File: config.mk
export PLATFORM = sky130hd
export DESIGN_NAME = hill_climb_load_tracker_core
export DESIGN_NICKNAME = d
export VERILOG_FILES = /design/src/rtl/core/hclt_pkg.sv /design/src/rtl/core/hill_climb_load_tracker_core.sv /design/src/rtl/core/hclt_ctrl.sv /design/src/rtl/core/hclt_datapath.sv
export SDC_FILE = /design/constraint.sdc
export NUM_CORES = 1
export LEC_CHECK = 0
export BUFFER_PORTS_ARGS = -buffer_cell sky130_fd_sc_hd__buf_2
export CAP_MARGIN = 20
export CORE_ASPECT_RATIO = 0.5
export CORE_MARGIN = 1
export CORE_UTILIZATION = 25
export DETAILED_ROUTE_END_ITERATION = 16
export PLACE_DENSITY = 0.46
export SYNTH_ARGS = -nofsm -noshare
export SYNTH_HDL_FRONTEND = slang
export SYNTH_SLANG_ARGS = --single-unit
File: constraint.sdc
create_clock -name clock -period 5.4 [get_ports clock]
set_input_delay 0 -clock clock [delete_from_list [all_inputs] [get_ports clock]]
set_output_delay 0 -clock clock [all_outputs]
set_load 0.1 [all_outputs]
File: src/rtl/core/hclt_pkg.sv
// Shared types and constants for the hill-climb load tracker core.
// Used by hclt_ctrl, hclt_datapath and hill_climb_load_tracker_core.
`default_nettype none

package hclt_pkg;

   localparam int POWER_W         = 28;
   localparam int POWER_MAX       = 268435455;
   localparam int PATTERN_OUT_W   = 8;
   localparam int PATTERN_OUT_MAX = 255;
   localparam int RES_UNIT        = 100;  // centiohm of stage 0 when open
   localparam int RES_CLOSED      = 2;    // centiohm of a closed bypass
   localparam int RES_EXTRA_W     = 7;    // bits needed for the factor RES_UNIT
   localparam int SQUARE_SHIFT    = 8;    // sample squared is scaled by 256

   typedef enum logic [1:0] {
      ST_IDLE,
      ST_SQUARE,
      ST_DIVIDE,
      ST_COMMIT
   } hclt_state_type;

   typedef struct packed {
      logic capture;   // take the sample of an accepted item
      logic prep;      // form the square and the load resistance
      logic div_step;  // one restoring division step
      logic commit;    // update the tracker state and load the result
   } hclt_cmd_type;

   typedef struct packed {
      logic div_done;  // the current division step is the last one
   } hclt_status_type;

endpackage

`default_nettype wire

File: src/rtl/core/hill_climb_load_tracker_core.sv
// Perturb-and-observe load tracker driving a binary resistor cascade.
// An accepted item passes the square, divide and commit states before its result is offered;
// the divide state runs the serial divider, which produces one quotient bit per cycle.
// A new item is taken only when idle; the next item may enter while a result waits.
// Reset (synchronous, active high): all bypasses closed if STAGES <= 8, direction set, power zero.
`default_nettype none

module hill_climb_load_tracker_core #(
   parameter int STAGES   = 8,
   parameter int ADC_BITS = 12
) (
   input  wire logic                          clock,
   input  wire logic                          reset,
   input  wire logic                          req_valid,
   output logic                               req_ready,
   input  wire logic [ADC_BITS-1:0]           req_adc_sample,
   output logic                               rsp_valid,
   input  wire logic                          rsp_ready,
   output logic [hclt_pkg::PATTERN_OUT_W-1:0] rsp_switch_pattern,
   output logic [hclt_pkg::POWER_W-1:0]       rsp_power_metric,
   output logic                               rsp_toward_high_resistance
);
   import hclt_pkg::*;

   hclt_cmd_type    cmd;
   hclt_status_type status;

   hclt_ctrl u_ctrl (
      .clock     (clock),
      .reset     (reset),
      .req_valid (req_valid),
      .req_ready (req_ready),
      .rsp_valid (rsp_valid),
      .rsp_ready (rsp_ready),
      .status    (status),
      .cmd       (cmd)
   );

   hclt_datapath #(
      .STAGES   (STAGES),
      .ADC_BITS (ADC_BITS)
   ) u_datapath (
      .clock                      (clock),
      .reset                      (reset),
      .cmd                        (cmd),
      .req_adc_sample             (req_adc_sample),
      .status                     (status),
      .rsp_switch_pattern         (rsp_switch_pattern),
      .rsp_power_metric           (rsp_power_metric),
      .rsp_toward_high_resistance (rsp_toward_high_resistance)
   );

`ifndef SYNTHESIS
   // A waiting result is never overwritten.
   a_no_overwrite: assert property (@(posedge clock) disable iff (reset)
      cmd.commit |-> (!rsp_valid || rsp_ready))
      else $error("result overwritten while still offered");

   a_one_cmd: assert property (@(posedge clock) disable iff (reset)
      $onehot0({cmd.capture, cmd.prep, cmd.div_step, cmd.commit}))
      else $error("more than one datapath command at once");

   a_commit_shows: assert property (@(posedge clock) disable iff (reset)
      cmd.commit |=> rsp_valid)
      else $error("committed item not offered as a result");

   // An accepted item needs the full division before its result can commit.
   a_no_early_commit: assert property (@(posedge clock) disable iff (reset)
      (req_valid && req_ready) |=> !cmd.commit ##1 !cmd.commit)
      else $error("result committed too early after acceptance");
`endif

endmodule

`default_nettype wire

File: src/rtl/core/hclt_ctrl.sv
// Sequencing state machine of the tracker core and the result valid flag.
// Depends on hclt_pkg for the state, command and status types.
`default_nettype none

module hclt_ctrl (
   input  wire logic                     clock,
   input  wire logic                     reset,
   input  wire logic                     req_valid,
   output logic                          req_ready,
   output logic                          rsp_valid,
   input  wire logic                     rsp_ready,
   input  wire hclt_pkg::hclt_status_type status,
   output hclt_pkg::hclt_cmd_type        cmd
);
   import hclt_pkg::*;

   hclt_state_type state_ff;
   hclt_state_type state_in;
   logic           rsp_valid_ff;
   logic           rsp_valid_in;
   logic           out_free;

   assign out_free = !rsp_valid_ff || rsp_ready;

   always_comb begin
      state_in = state_ff;
      case (state_ff)
         ST_IDLE: begin
            if (req_valid) begin
               state_in = ST_SQUARE;
            end
         end
         ST_SQUARE: begin
            state_in = ST_DIVIDE;
         end
         ST_DIVIDE: begin
            if (status.div_done) begin
               state_in = ST_COMMIT;
            end
         end
         ST_COMMIT: begin
            if (out_free) begin
               state_in = ST_IDLE;
            end
         end
         default: begin
            state_in = ST_IDLE;
         end
      endcase
   end

   always_comb begin
      cmd       = '0;
      req_ready = 1'b0;
      case (state_ff)
         ST_IDLE: begin
            req_ready   = 1'b1;
            cmd.capture = req_valid;
         end
         ST_SQUARE: begin
            cmd.prep = 1'b1;
         end
         ST_DIVIDE: begin
            cmd.div_step = 1'b1;
         end
         ST_COMMIT: begin
            cmd.commit = out_free;
         end
         default: begin
            cmd = '0;
         end
      endcase
   end

   // A result stays offered until it is taken; a new one may replace it in the same cycle.
   assign rsp_valid_in = cmd.commit || (rsp_valid_ff && !rsp_ready);
   assign rsp_valid    = rsp_valid_ff;

   always_ff @(posedge clock) begin
      if (reset) begin
         state_ff     <= ST_IDLE;
         rsp_valid_ff <= 1'b0;
      end else begin
         state_ff     <= state_in;
         rsp_valid_ff <= rsp_valid_in;
      end
   end

endmodule

`default_nettype wire

File: src/rtl/core/hclt_datapath.sv
// Datapath of the tracker core: square, load resistance, serial divider,
// hill-climb state and the result registers. Depends on hclt_pkg.
`default_nettype none

module hclt_datapath #(
   parameter int STAGES   = 8,
   parameter int ADC_BITS = 12
) (
   input  wire logic                          clock,
   input  wire logic                          reset,
   input  wire hclt_pkg::hclt_cmd_type        cmd,
   input  wire logic [ADC_BITS-1:0]           req_adc_sample,
   output hclt_pkg::hclt_status_type          status,
   output logic [hclt_pkg::PATTERN_OUT_W-1:0] rsp_switch_pattern,
   output logic [hclt_pkg::POWER_W-1:0]       rsp_power_metric,
   output logic                               rsp_toward_high_resistance
);
   import hclt_pkg::*;

   localparam int SQ_W    = 2 * ADC_BITS;
   localparam int NUM_W   = SQ_W + SQUARE_SHIFT;
   localparam int RES_W   = STAGES + RES_EXTRA_W;
   localparam int CNT_W   = $clog2(NUM_W);
   localparam int POP_W   = $clog2(STAGES + 1);
   localparam int QW      = (NUM_W > POWER_W) ? NUM_W : POWER_W;
   localparam int PW      = (STAGES > PATTERN_OUT_W) ? STAGES : PATTERN_OUT_W;
   localparam logic [STAGES-1:0] PATTERN_RESET = STAGES'(PATTERN_OUT_MAX);

   logic [ADC_BITS-1:0]      sample_ff;
   logic [NUM_W-1:0]         num_ff;
   logic [RES_W-1:0]         res_ff;
   logic [RES_W:0]           rem_ff;
   logic [NUM_W-1:0]         quo_ff;
   logic [CNT_W-1:0]         cnt_ff;
   logic [STAGES-1:0]        pattern_ff;
   logic [STAGES-1:0]        pattern_in;
   logic                     dir_ff;
   logic                     dir_in;
   logic [POWER_W-1:0]       last_power_ff;
   logic [PATTERN_OUT_W-1:0] out_pattern_ff;
   logic [POWER_W-1:0]       out_power_ff;
   logic                     out_dir_ff;

   logic [SQ_W-1:0]          square;
   logic [POP_W-1:0]         closed_cnt;
   logic [RES_W-1:0]         res_in;
   logic [RES_W:0]           shifted;
   logic                     fits;
   logic [RES_W:0]           rem_in;
   logic [QW-1:0]            quo_ext;
   logic [POWER_W-1:0]       power;
   logic [STAGES-1:0]        pattern_up;
   logic [STAGES-1:0]        pattern_down;
   logic [PW-1:0]            pattern_ext;

   assign square = SQ_W'(sample_ff) * SQ_W'(sample_ff);

   // Open stage i adds 100 << i, which summed over all open stages is 100 times
   // the inverted pattern; each closed bypass adds 2.
   always_comb begin
      closed_cnt = '0;
      for (int i = 0; i < STAGES; i++) begin
         closed_cnt = closed_cnt + POP_W'(pattern_ff[i]);
      end
   end

   assign res_in = {{RES_EXTRA_W{1'b0}}, ~pattern_ff} * RES_W'(RES_UNIT)
                 + RES_W'(closed_cnt) * RES_W'(RES_CLOSED);

   // Restoring division, one quotient bit per step, dividend bits from the top.
   assign shifted = {rem_ff[RES_W-1:0], num_ff[NUM_W-1]};
   assign fits    = shifted >= {1'b0, res_ff};
   assign rem_in  = fits ? (shifted - {1'b0, res_ff}) : shifted;

   assign quo_ext = QW'(quo_ff);
   assign power   = (quo_ext > QW'(POWER_MAX)) ? POWER_W'(POWER_MAX) : quo_ext[POWER_W-1:0];

   assign pattern_up   = (&pattern_ff) ? pattern_ff : pattern_ff + STAGES'(1);
   assign pattern_down = (pattern_ff == '0) ? pattern_ff : pattern_ff - STAGES'(1);

   always_comb begin
      pattern_in = pattern_ff;
      dir_in     = dir_ff;
      if (power > last_power_ff) begin
         pattern_in = dir_ff ? pattern_down : pattern_up;
      end else if (power < last_power_ff) begin
         pattern_in = dir_ff ? pattern_up : pattern_down;
         dir_in     = !dir_ff;
      end
   end

   assign pattern_ext = PW'(pattern_in);

   always_ff @(posedge clock) begin
      if (cmd.capture) begin
         sample_ff <= req_adc_sample;
      end
      if (cmd.prep) begin
         num_ff <= {square, {SQUARE_SHIFT{1'b0}}};
         res_ff <= res_in;
         rem_ff <= '0;
         quo_ff <= '0;
         cnt_ff <= CNT_W'(NUM_W - 1);
      end else if (cmd.div_step) begin
         num_ff <= {num_ff[NUM_W-2:0], 1'b0};
         rem_ff <= rem_in;
         quo_ff <= {quo_ff[NUM_W-2:0], fits};
         cnt_ff <= cnt_ff - CNT_W'(1);
      end
      if (cmd.commit) begin
         out_pattern_ff <= pattern_ext[PATTERN_OUT_W-1:0];
         out_power_ff   <= power;
         out_dir_ff     <= dir_in;
      end
   end

   always_ff @(posedge clock) begin
      if (reset) begin
         pattern_ff    <= PATTERN_RESET;
         dir_ff        <= 1'b1;
         last_power_ff <= '0;
      end else if (cmd.commit) begin
         pattern_ff    <= pattern_in;
         dir_ff        <= dir_in;
         last_power_ff <= power;
      end
   end

   assign status.div_done            = (cnt_ff == '0);
   assign rsp_switch_pattern         = out_pattern_ff;
   assign rsp_power_metric           = out_power_ff;
   assign rsp_toward_high_resistance = out_dir_ff;

endmodule

`default_nettype wire
==> impl_metrics.csv, run 1 <==
group,metric,value,unit
setup_path,element_type_at_the_critical_path_start,"flip-flop",
synth,syn_area,13900,µm²
global_routing,grt_pass1_wl,52800,µm
setup_path,crit_arrival,5720,ps
synth,yosys.area_share.simple,14.1,%
global_routing,grt_util_overall,11.5,%
final_layout,final-seq-area,4450,µm²
routing,detail_route.drc_violations,0,
clocking,cts.htree.levels,4,
sta,rsz_0062_raised_after_global_routing,"true",
worst_hold_path,hold_path.class,"in -> reg",
synth,dominant_combinational_cell_family_by_area_after_synthesis,"adder cells",
placement,port-buffer-count,54,
die,fp-row-count,60,
synth,synthDistinctLibCells,70,
setup_path,timing.setup.critical_path_class,"reg -> reg",
routing,post_drt_wl_per_cell,13.4,µm
routing,routed_wirelength,30900,µm
synth,synth-compound-area-share,10.9,%
synth,syn_inst,1440,
synth,synthFlopType,"sky130_fd_sc_hd__dfxtp_1",
die,chipWidth,335,µm
clocking,tritoncts_num_sinks,179,
synth,synth_seq_area_share,32.1,%
clocking,cts-root-to-sink-buffers,2,
synth,yosys_register_bits,179,
sta,final_min_period_over_clock_period,102,%
sta,finalHoldViolCount,0,
synth,postSynthAreaPerCell,9.65,µm²
placement,hpwlAfterDp,23000,µm
sta,fin_skew,26.8,ps
final_layout,fraction_of_layout_cells_with_a_size_suffix_above_1,16.4,%
sta,setup_viol,4,
global_routing,grt_max_degree,70,
die,top_level_ports,55,
final_layout,final_common_cell,"sky130_fd_sc_hd__inv_1",
routing,detail_route.first_pass.iterations,5,
global_routing,globalRouteOverflowTotal,0,
final_layout,fillers,5641,
routing,final_antenna_net_count,0,
outcome,failed_checks,"negative setup slack",
clocking,clk_root_buffer_cell,"sky130_fd_sc_hd__clkbuf_16",
clocking,cts_made_buffers,17,
setup_path,cp_max_fo,5,
routing,first_iter_violations,576,
clocking,worst_skew_pair_latency,450,ps
synth,ys_async_sr_fraction,0,%
sta,peak_freq,181,MHz
sta,worst_slew_margin_rel,28.2,%
final_layout,final_cell_mix,"sky130_fd_sc_hd__inv_1 (223), sky130_fd_sc_hd__ha_1 (138), sky130_fd_sc_hd__nor2_1 (122)",
sta,timing.final.max_slew_violations,0,
die,initial_utilization,25.6,%
synth,ys_warn_count,0,
global_routing,number_of_antenna_violations_at_the_first_check_in_global_routing,0,
final_layout,final_net_count,1810,
routing,routed_via_density,4.32,
clocking,clock_pin_slew_worst_setup_and_hold_paths,90,ps
routing,dr_total_vias,10000,
run,max-cap-violations,0,
sta,final_setup_slack_of_the_worst_path,-119,ps
sta,transition_time_at_the_pin_with_the_least_slew_margin,1080,ps
setup_path,setup.worst_path.end_class,"flip-flop",
synth,synth_enable_flop_cells,87,
final_layout,area_delta_synth_final,19.0,%
die,dieHeight,169,µm
setup_path,worst-endpoint-required,5600,ps
clocking,cts_tree,"yes",
placement,place.gp.congestion,0.777,
synth,portion_of_netlist_area_occupied_by_mux_cells,4.92,%
die,core-area,54300,µm²
final_layout,antenna-diode-count,0,
synth,total_nets_after_synthesis,1693,
global_routing,vias_in_the_first_global_route,10179,
sta,finalHoldWorstSlack,191,ps
outcome,status,"finished, violations left",
synth,synth_adder_area_share,26.3,%
synth,synthXorXnorAreaFrac,3.66,%
sta,final.min_clock_period,5520,ps
final_layout,multi_input_area,8550,µm²
die,fp.dieArea,56600,µm²
path summary, 6_finish.rpt:
kind,startpoint,slack [ps],endpoint,depth (start not counted)
setup / recovery,u_datapath.sample_ff[6],-120,u_datapath.num_ff[28],18
hold / removal,reset,190,u_ctrl.rsp_valid,2
setup reg to reg,u_datapath.sample_ff[6],-120,u_datapath.num_ff[28],18
hold reg to reg,u_datapath.last_power_ff[2],470,u_datapath.last_power_ff[2],2
through the flow:
step / area [µm²] / util [%] / worst slack (ps) / instances / TNS, ps
after floorplan: 14000 / - / -9.73 / 1440 / -9.73
after global placement: 15500 / 28.5 / -73.0 / 2250 / -163
after detailed placement: 15500 / 28.5 / -119 / 2250 / -307
after CTS: 16300 / 30.0 / -125 / 2299 / -290
after global routing: 16500 / 30.5 / -308 / 2314 / -1530
final: 16500 / 30.5 / -119 / 2314 / -214
metal layers:
layer  GRT usage [%]  share of wire, %  vias up
li1                -                 -     5077
met1            15.0                49     4836
met2            20.2                49       72
met3            1.39               1.5       15
met4            2.56              0.76        0
met5               0                 0        -
area by class of cell:
class	count	share of cell area, %
Multi-Input combinational cell	972	51.7
Sequential cell	179	26.9
Timing Repair Buffer	153	6.55
Tap cell	744	5.63
Inverter	234	5.31
Clock buffer	17	2.57
Clock inverter	15	1.28
state kept, by name (all words and copies together), names as in the netlist, 2 cells and up:
name and cells:
u_ctrl.state_ff 2, u_datapath.cnt_ff 5, u_datapath.last_power_ff 28, u_datapath.num_ff 24
u_datapath.pattern_ff 8, u_datapath.quo_ext 32, u_datapath.rem_ff 15, u_datapath.res_ff 14
u_datapath.rsp_power_metric 28, u_datapath.rsp_switch_pattern 8, u_datapath.sample_ff 12
what timing repair did:
| action | CTS | global route |
|---|---|---|
| buffers inserted | 3 | 15 |
| hold endpoints to repair | 14 | 0 |
| pin swaps | 6 | 35 |
| endpoints found under the setup margin | 3 | 11 |
| hold buffers | 14 | 0 |
| resized for setup | 1 | 43 |
logic make-up after synthesis:
logic type,after synthesis
DFF,179
and+or+nand+nor,392
muxes,66
adders and majority gates,237
buffers and inverters,289
AOI/OAI and AO/OA,219
xor gates and xnor gates,58
cells in the mapped netlist, drive strengths merged, types with 5 or more instances:
master / n / share of area, %
edfxtp: 87 / 19
nor2b: 16 / 0.72
nand3: 24 / 0.86
dfxtp: 92 / 13
and3: 11 / 0.50
ha: 146 / 13
nor2: 123 / 3.3
buf: 11 / 0.53
a211oi: 45 / 2.5
nand3b: 7 / 0.38
a21oi: 51 / 1.9
o41ai: 6 / 0.38
o211ai: 6 / 0.32
mux2: 18 / 1.5
xnor2: 44 / 2.8
nand2b: 38 / 1.7
a21o: 19 / 1.0
a31oi: 9 / 0.41
fa: 91 / 13
inv: 232 / 6.3
nor3: 18 / 0.68
clkbuf: 44 / 1.2
o21a: 5 / 0.27
and2: 47 / 2.1
xor2: 14 / 0.88
o31ai: 7 / 0.48
o21bai: 6 / 0.32
o21ai: 31 / 1.1
nand4: 13 / 0.63
or3: 10 / 0.49
nand2: 69 / 1.9
mux2i: 48 / 3.5
worst max-delay path, stage by stage, from the launching register on:
cell	delay, ps
sky130_fd_sc_hd__edfxtp_1	510
sky130_fd_sc_hd__and2_4	200
sky130_fd_sc_hd__fa_2	390
sky130_fd_sc_hd__fa_1	550
sky130_fd_sc_hd__inv_2	40
sky130_fd_sc_hd__fa_1	490
sky130_fd_sc_hd__inv_2	40
sky130_fd_sc_hd__fa_1	540
sky130_fd_sc_hd__inv_2	40
sky130_fd_sc_hd__fa_1	510
sky130_fd_sc_hd__inv_2	50
sky130_fd_sc_hd__ha_4	230
sky130_fd_sc_hd__a211o_1	260
sky130_fd_sc_hd__o32ai_2	310
sky130_fd_sc_hd__o211a_1	230
sky130_fd_sc_hd__o221ai_2	130
sky130_fd_sc_hd__o21a_1	210
sky130_fd_sc_hd__or3_1	310
sky130_fd_sc_hd__a31o_2	230
Power of run 1 is left out: the tool's default activity adds up to more than one toggle a clock period on the data nets, which glitch-free logic cannot reach.
==> inputs of run 2 (changes only) <==
--- a/config.mk
+++ b/config.mk
@@ -7,7 +7,7 @@
 export LEC_CHECK = 0
 export BUFFER_PORTS_ARGS = -buffer_cell sky130_fd_sc_hd__buf_2
 export CAP_MARGIN = 20
-export CORE_ASPECT_RATIO = 0.5
+export CORE_ASPECT_RATIO = 1.1
 export CORE_MARGIN = 1
 export CORE_UTILIZATION = 25
 export DETAILED_ROUTE_END_ITERATION = 16
==> constraint.sdc (replaced) <==
create_clock -name clock -period 5.4 [get_ports clock]
set_input_delay 1.62 -clock clock [delete_from_list [all_inputs] [get_ports clock]]
set_output_delay 1.62 -clock clock [all_outputs]
set_load 0.05 [all_outputs]
==> run 2 against run 1 <==
  * The flow still finishes with violations (negative setup slack)
  * Core utilization fell by 0.63 points
  * Die area barely moved
  * First-iteration DRC count fell by 29%
  * Final cell count fell by 1.0%
  * Critical path depth rose by 1
  * Highest routed layer unchanged
  * Flip-flop and latch count did not move
  * Register-to-register slack barely moved
  * Via count fell by 0.44%
==> impl_metrics.csv, run 2 (synthesized netlist as in run 1, its figures left out) <==
group,metric,value,unit
outcome,status,"finished, violations left",
outcome,failed_checks,"negative setup slack",
final_layout,fraction_of_layout_cells_with_a_size_suffix_above_1,16.1,%
run,max-cap-violations,0,
die,dieHeight,249,µm
sta,worst_slew_margin_rel,32.8,%
sta,final_setup_slack_of_the_worst_path,-105,ps
setup_path,cp_slowest_cell,"sky130_fd_sc_hd__edfxtp_1",
setup_path,critical-path-top-cell-by-count,"sky130_fd_sc_hd__fa_1",
setup_path,crit_arrival,5720,ps
setup_path,setup.worst_path.end_class,"flip-flop",
sta,fin_skew,21.9,ps
clocking,cts-root-to-sink-buffers,2,
global_routing,globalRouteOverflowTotal,0,
routing,post_drt_wl_per_cell,13.5,µm
global_routing,grt_max_degree,70,
clocking,hold_bufs_at_cts,0,
final_layout,area_delta_synth_final,17.7,%
die,fp-row-count,90,
setup_path,element_type_at_the_critical_path_start,"flip-flop",
final_layout,largest_register_ff_count,32,
setup_path,critical-path-top-delay-family,"adder cells",
sta,setup_viol,5,
placement,detailed_place.area,15500,µm²
sta,final_min_period_over_clock_period,102,%
sta,peak_freq,182,MHz
die,top_level_ports,55,
final_layout,final_cell_mix,"sky130_fd_sc_hd__inv_1 (225), sky130_fd_sc_hd__ha_1 (137), sky130_fd_sc_hd__nor2_1 (122)",
routing,dr_total_vias,9956,
final_layout,final_net_count,1794,
routing,routed_via_density,4.35,
clocking,clk_root_buffer_cell,"sky130_fd_sc_hd__clkbuf_16",
clocking,cts_tree,"yes",
sta,rsz_0062_raised_after_global_routing,"true",
clocking,cts_made_buffers,17,
global_routing,number_of_antenna_violations_at_the_first_check_in_global_routing,1,
die,core-area,54800,µm²
global_routing,grt_pass1_wl,52400,µm
placement,hpwlAfterDp,22900,µm
final_layout,final_cell_count_no_fill,2290,
sta,finalHoldViolCount,0,
routing,detail_route.drc_violations,0,
die,initial_utilization,25.3,%
routing,final_antenna_net_count,0,
final_layout,final_core_utilization,29.8,%
global_routing,grt_util_overall,11.5,%
setup_path,timing.setup.critical_path_class,"reg -> reg",
setup_path,cp_max_fo,4,
setup_path,worst-endpoint-required,5620,ps
clocking,cts.htree.levels,4,
placement,place.gp.congestion,0.788,
worst_hold_path,hold_path.class,"reg -> reg",
final_layout,antenna-diode-count,0,
clocking,tritoncts_num_sinks,179,
sta,timing.final.max_slew_violations,0,
setup_path,worstPathBufferInverterCount,5,
placement,port-buffer-count,54,
final_layout,final_cell_area,16400,µm²
die,fp.dieArea,56500,µm²
setup_path,crit_chain,"buf_6 -> nand2_1 -> fa_1 -> buf_4 -> fa_1 -> inv_1 -> fa_1 -> fa_1 -> inv_1 -> fa_1 -> inv_1 -> ha_2 -> a211o_1 -> o32ai_2 -> o211a_1 -> o221ai_2 -> o21a_1 -> or3_1 -> a31o_2",
clocking,worst_skew_pair_latency,450,ps
routing,detail_route.first_pass.iterations,5,
routing,routed_wirelength,30800,µm
sta,transition_time_at_the_pin_with_the_least_slew_margin,1010,ps
routing,first_iter_violations,410,
setup_path,timing.critical_path.slowest_cell_delay,510,ps
final_layout,final_common_cell,"sky130_fd_sc_hd__inv_1",
clocking,clock_pin_slew_worst_setup_and_hold_paths,90,ps
global_routing,vias_in_the_first_global_route,10281,
die,chipWidth,227,µm
placement,cell_total_after_placement,2241,
sta,final.min_clock_period,5510,ps
sta,finalHoldWorstSlack,471,ps
==> run 2: metal layers <==
layer / GRT usage [%] / share of wire (%) / vias up
met2: 18.7 / 47 / 113
met4: 2.55 / 0.97 / 0
met3: 2.23 / 2.9 / 20
met5: 0 / 0 / -
li1: - / - / 5057
met1: 15.5 / 49 / 4766
==> run 2: worst register-to-register path, delay by kind of cell, from the launching register on <==
kind | cells | cell delay, ps
flip-flops | 1 | 510
buffers and inverters | 5 | 470
AND/OR/NAND/NOR | 2 | 390
AO/OA/AOI/OAI | 6 | 1360
adder cells (fa/ha/maj) | 6 | 2530
==> run 2: per-stage QoR <==
stage,setup TNS (ps),setup WS [ps]
finish,-134,-105
global route,-1660,-331
CTS,-405,-168
detailed placement,-363,-133
global placement,-320,-141
floorplan,-9.73,-9.73
==> run 2: area by class of cell <==
class | instances | area [µm²]
inverter | 234 | 878
multi-input combinational | 972 | 8530
tap | 736 | 921
clock inverter | 13 | 161
fill | 5725 | 38500
timing repair buffer | 137 | 962
sequential | 179 | 4450
clock buffer | 19 | 453
==> run 2: repair_timing <==
item	4_1_cts	5_1_grt
pin swaps	21	26
resized for setup	12	29
endpoints found under the hold margin	0	0
setup endpoints to repair	6	8
buffers inserted	7	8
==> run 2: final timing paths <==
path / slack (ps) / from / end / cells after the start
max reg2reg: -110 / u_datapath.sample_ff[4] / u_datapath.num_ff[28] / 19
min: 470 / u_datapath.last_power_ff[6] / u_datapath.last_power_ff[6] / 2
min reg2reg: 470 / u_datapath.last_power_ff[6] / u_datapath.last_power_ff[6] / 2
max: -110 / u_datapath.sample_ff[4] / u_datapath.num_ff[28] / 19
Power of run 2 is left out for the same reason.
==> inputs of run 3 (changes only) <==
--- a/config.mk
+++ b/config.mk
@@ -5,13 +5,14 @@
 export SDC_FILE = /design/constraint.sdc
 export NUM_CORES = 1
 export LEC_CHECK = 0
-export BUFFER_PORTS_ARGS = -buffer_cell sky130_fd_sc_hd__buf_2
+export BUFFER_PORTS_ARGS = -buffer_cell sky130_fd_sc_hd__buf_4
 export CAP_MARGIN = 20
 export CORE_ASPECT_RATIO = 1.1
 export CORE_MARGIN = 1
 export CORE_UTILIZATION = 25
 export DETAILED_ROUTE_END_ITERATION = 16
-export PLACE_DENSITY = 0.46
+export PLACE_DENSITY = 0.45
+export SETUP_SLACK_MARGIN = 0.2
 export SYNTH_ARGS = -nofsm -noshare
 export SYNTH_HDL_FRONTEND = slang
 export SYNTH_SLANG_ARGS = --single-unit
==> constraint.sdc (replaced) <==
create_clock -name clock -period 5.18 [get_ports clock]
set_input_delay 1.554 -clock clock [delete_from_list [all_inputs] [get_ports clock]]
set_output_delay 1.554 -clock clock [all_outputs]
set_load 0.05 [all_outputs]
==> run 3 against run 2 <==
  * Largest cell class unchanged
  * Flip-flop and latch count unchanged
  * First-iteration DRC count decreased by 21%
  * Critical path depth unchanged
  * Register-to-register slack got worse by 210 ps
  * The flow still finishes with violations (negative setup slack)
  * Via count increased by 1.9%
==> impl_metrics.csv, run 3 (synthesized netlist as in run 1, its figures left out) <==
group,metric,value,unit
setup_path,worst-endpoint-required,5400,ps
routing,routed_via_density,4.38,
global_routing,grt_util_overall,11.6,%
sta,worst_slew_margin_rel,34.9,%
sta,final_min_period_over_clock_period,106,%
setup_path,worstPathBufferInverterCount,5,
clocking,clk_root_buffer_cell,"sky130_fd_sc_hd__clkbuf_16",
outcome,status,"finished, violations left",
sta,peak_freq,182,MHz
clocking,cts_tree,"yes",
final_layout,antenna-diode-count,0,
setup_path,critical-path-top-cell-by-count,"sky130_fd_sc_hd__fa_1",
outcome,failed_checks,"negative setup slack",
clocking,tritoncts_num_sinks,179,
placement,port-buffer-count,54,
routing,dr_total_vias,10145,
die,top_level_ports,55,
routing,detail_route.drc_violations,0,
setup_path,cp_max_fo,3,
placement,dp_slack,-422,ps
sta,final_setup_slack_of_the_worst_path,-316,ps
setup_path,crit_arrival,5720,ps
global_routing,vias_in_the_first_global_route,10439,
placement,hpwlAfterDp,23200,µm
setup_path,crit_chain,"buf_6 -> and2_4 -> fa_2 -> fa_1 -> inv_1 -> fa_1 -> inv_1 -> fa_1 -> inv_1 -> fa_1 -> inv_2 -> ha_4 -> a211o_1 -> o32ai_4 -> o211a_4 -> o221ai_4 -> o21a_1 -> or3_1 -> a31o_2",
setup_path,worstReg2RegStart,"u_datapath.sample_ff[7]",
die,fp.dieArea,56500,µm²
clocking,cts_made_buffers,17,
setup_path,element_type_at_the_critical_path_start,"flip-flop",
final_layout,largest_register_ff_count,32,
sta,setup_viol,8,
sta,finalHoldWorstSlack,471,ps
global_routing,grt_max_degree,70,
setup_path,timing.critical_path.slowest_cell_delay,550,ps
global_routing,grt_pass1_wl,52700,µm
worst_hold_path,hold_start,"u_datapath.last_power_ff[25]",
sta,final.min_clock_period,5500,ps
global_routing,globalRouteOverflowTotal,0,
routing,post_drt_wl_per_cell,13.5,µm
global_routing,number_of_antenna_violations_at_the_first_check_in_global_routing,0,
final_layout,fraction_of_layout_cells_with_a_size_suffix_above_1,20.1,%
final_layout,area_delta_synth_final,22.7,%
setup_path,cp-startpoint,"u_datapath.sample_ff[7]",
clocking,cts-root-to-sink-buffers,2,
setup_path,setup.worst_path.end_class,"flip-flop",
setup_path,timing.setup.critical_path_class,"reg -> reg",
die,fp-row-count,90,
sta,transition_time_at_the_pin_with_the_least_slew_margin,976,ps
sta,rsz_0062_raised_after_global_routing,"true",
placement,place.gp.congestion,0.801,
die,core-area,54800,µm²
clocking,clock_pin_slew_worst_setup_and_hold_paths,80,ps
final_layout,final_cell_mix,"sky130_fd_sc_hd__inv_1 (219), sky130_fd_sc_hd__buf_4 (135), sky130_fd_sc_hd__ha_1 (130)",
routing,first_iter_violations,324,
clocking,worst_skew_pair_latency,460,ps
final_layout,final_net_count,1821,
sta,fin_skew,16.4,ps
worst_hold_path,hold_path.class,"reg -> reg",
sta,timing.final.max_slew_violations,0,
routing,detail_route.first_pass.iterations,5,
run,max-cap-violations,0,
sta,setup_tns,-1300,ps
final_layout,final_common_cell,"sky130_fd_sc_hd__inv_1",
routing,final_antenna_net_count,0,
setup_path,critical-path-top-delay-family,"adder cells",
clocking,cts.htree.levels,4,
die,dieHeight,249,µm
setup_path,cp_slowest_cell,"sky130_fd_sc_hd__fa_1",
sta,finalHoldViolCount,0,
final_layout,final_cell_count_no_fill,2317,
routing,routed_wirelength,31200,µm
die,initial_utilization,25.3,%
placement,cell_total_after_placement,2251,
die,chipWidth,227,µm
==> run 3: cell count changes in the layout (fill, tap and decap cells not counted), moves of 6 or more <==
| cell | delta |
|---|---|
| sky130_fd_sc_hd__buf_2 | -54 |
| sky130_fd_sc_hd__buf_4 | +66 |
| sky130_fd_sc_hd__buf_6 | +15 |
| sky130_fd_sc_hd__ha_1 | -7 |
| sky130_fd_sc_hd__ha_4 | +6 |
| sky130_fd_sc_hd__inv_1 | -6 |
==> run 3: final timing paths <==
kind | end | slack (ps) | cells past startpoint
max | u_datapath.num_ff[28] | -320 | 19
min | u_datapath.last_power_ff[25] | 470 | 2
max reg2reg | u_datapath.num_ff[28] | -320 | 19
min reg2reg | u_datapath.last_power_ff[25] | 470 | 2
==> run 3: tightest hold or removal path, delay by kind of cell (launching register included) <==
kind                   cells  cell delay (ps)
flip-flops                 1              300
buffers and inverters      1               60
AO/OA/AOI/OAI              1               60
==> run 3: repair_timing <==
| action | CTS | global route |
|---|---|---|
| setup endpoints to repair | 12 | 14 |
| resized for setup | 58 | 55 |
| cloned | 0 | 0 |
| pin swaps | 51 | 35 |
| hold buffers | 0 | 0 |
| setup buffers | 18 | 14 |
| hold endpoints to repair | 0 | 0 |
==> run 3: layer usage <==
metal	vias to the layer above	track usage [%]	wire length, µm
met4	0	2.72	329
met5	-	0	0
met1	4882	15.2	15000
li1	5108	-	-
met3	24	2.54	912
met2	131	19.1	15000
==> run 3: per-stage QoR <==
stage	utilization (%)	cell area, µm²
global route	31.1	17000
detailed placement	28.6	15700
global placement	28.6	15700
finish	31.1	17000
floorplan	-	14100
CTS	30.4	16700
==> run 3: layout make-up <==
type                    count  area [µm²]
fillers                  5715       37800
multi-input cells         972        8810
flip-flops and latches    179        4460
repair buffers            164        1340
well taps                 736         921
inverters                 234         883
clock buffers              21         503
clock inverters            11         124
Power of run 3 is left out for the same reason.
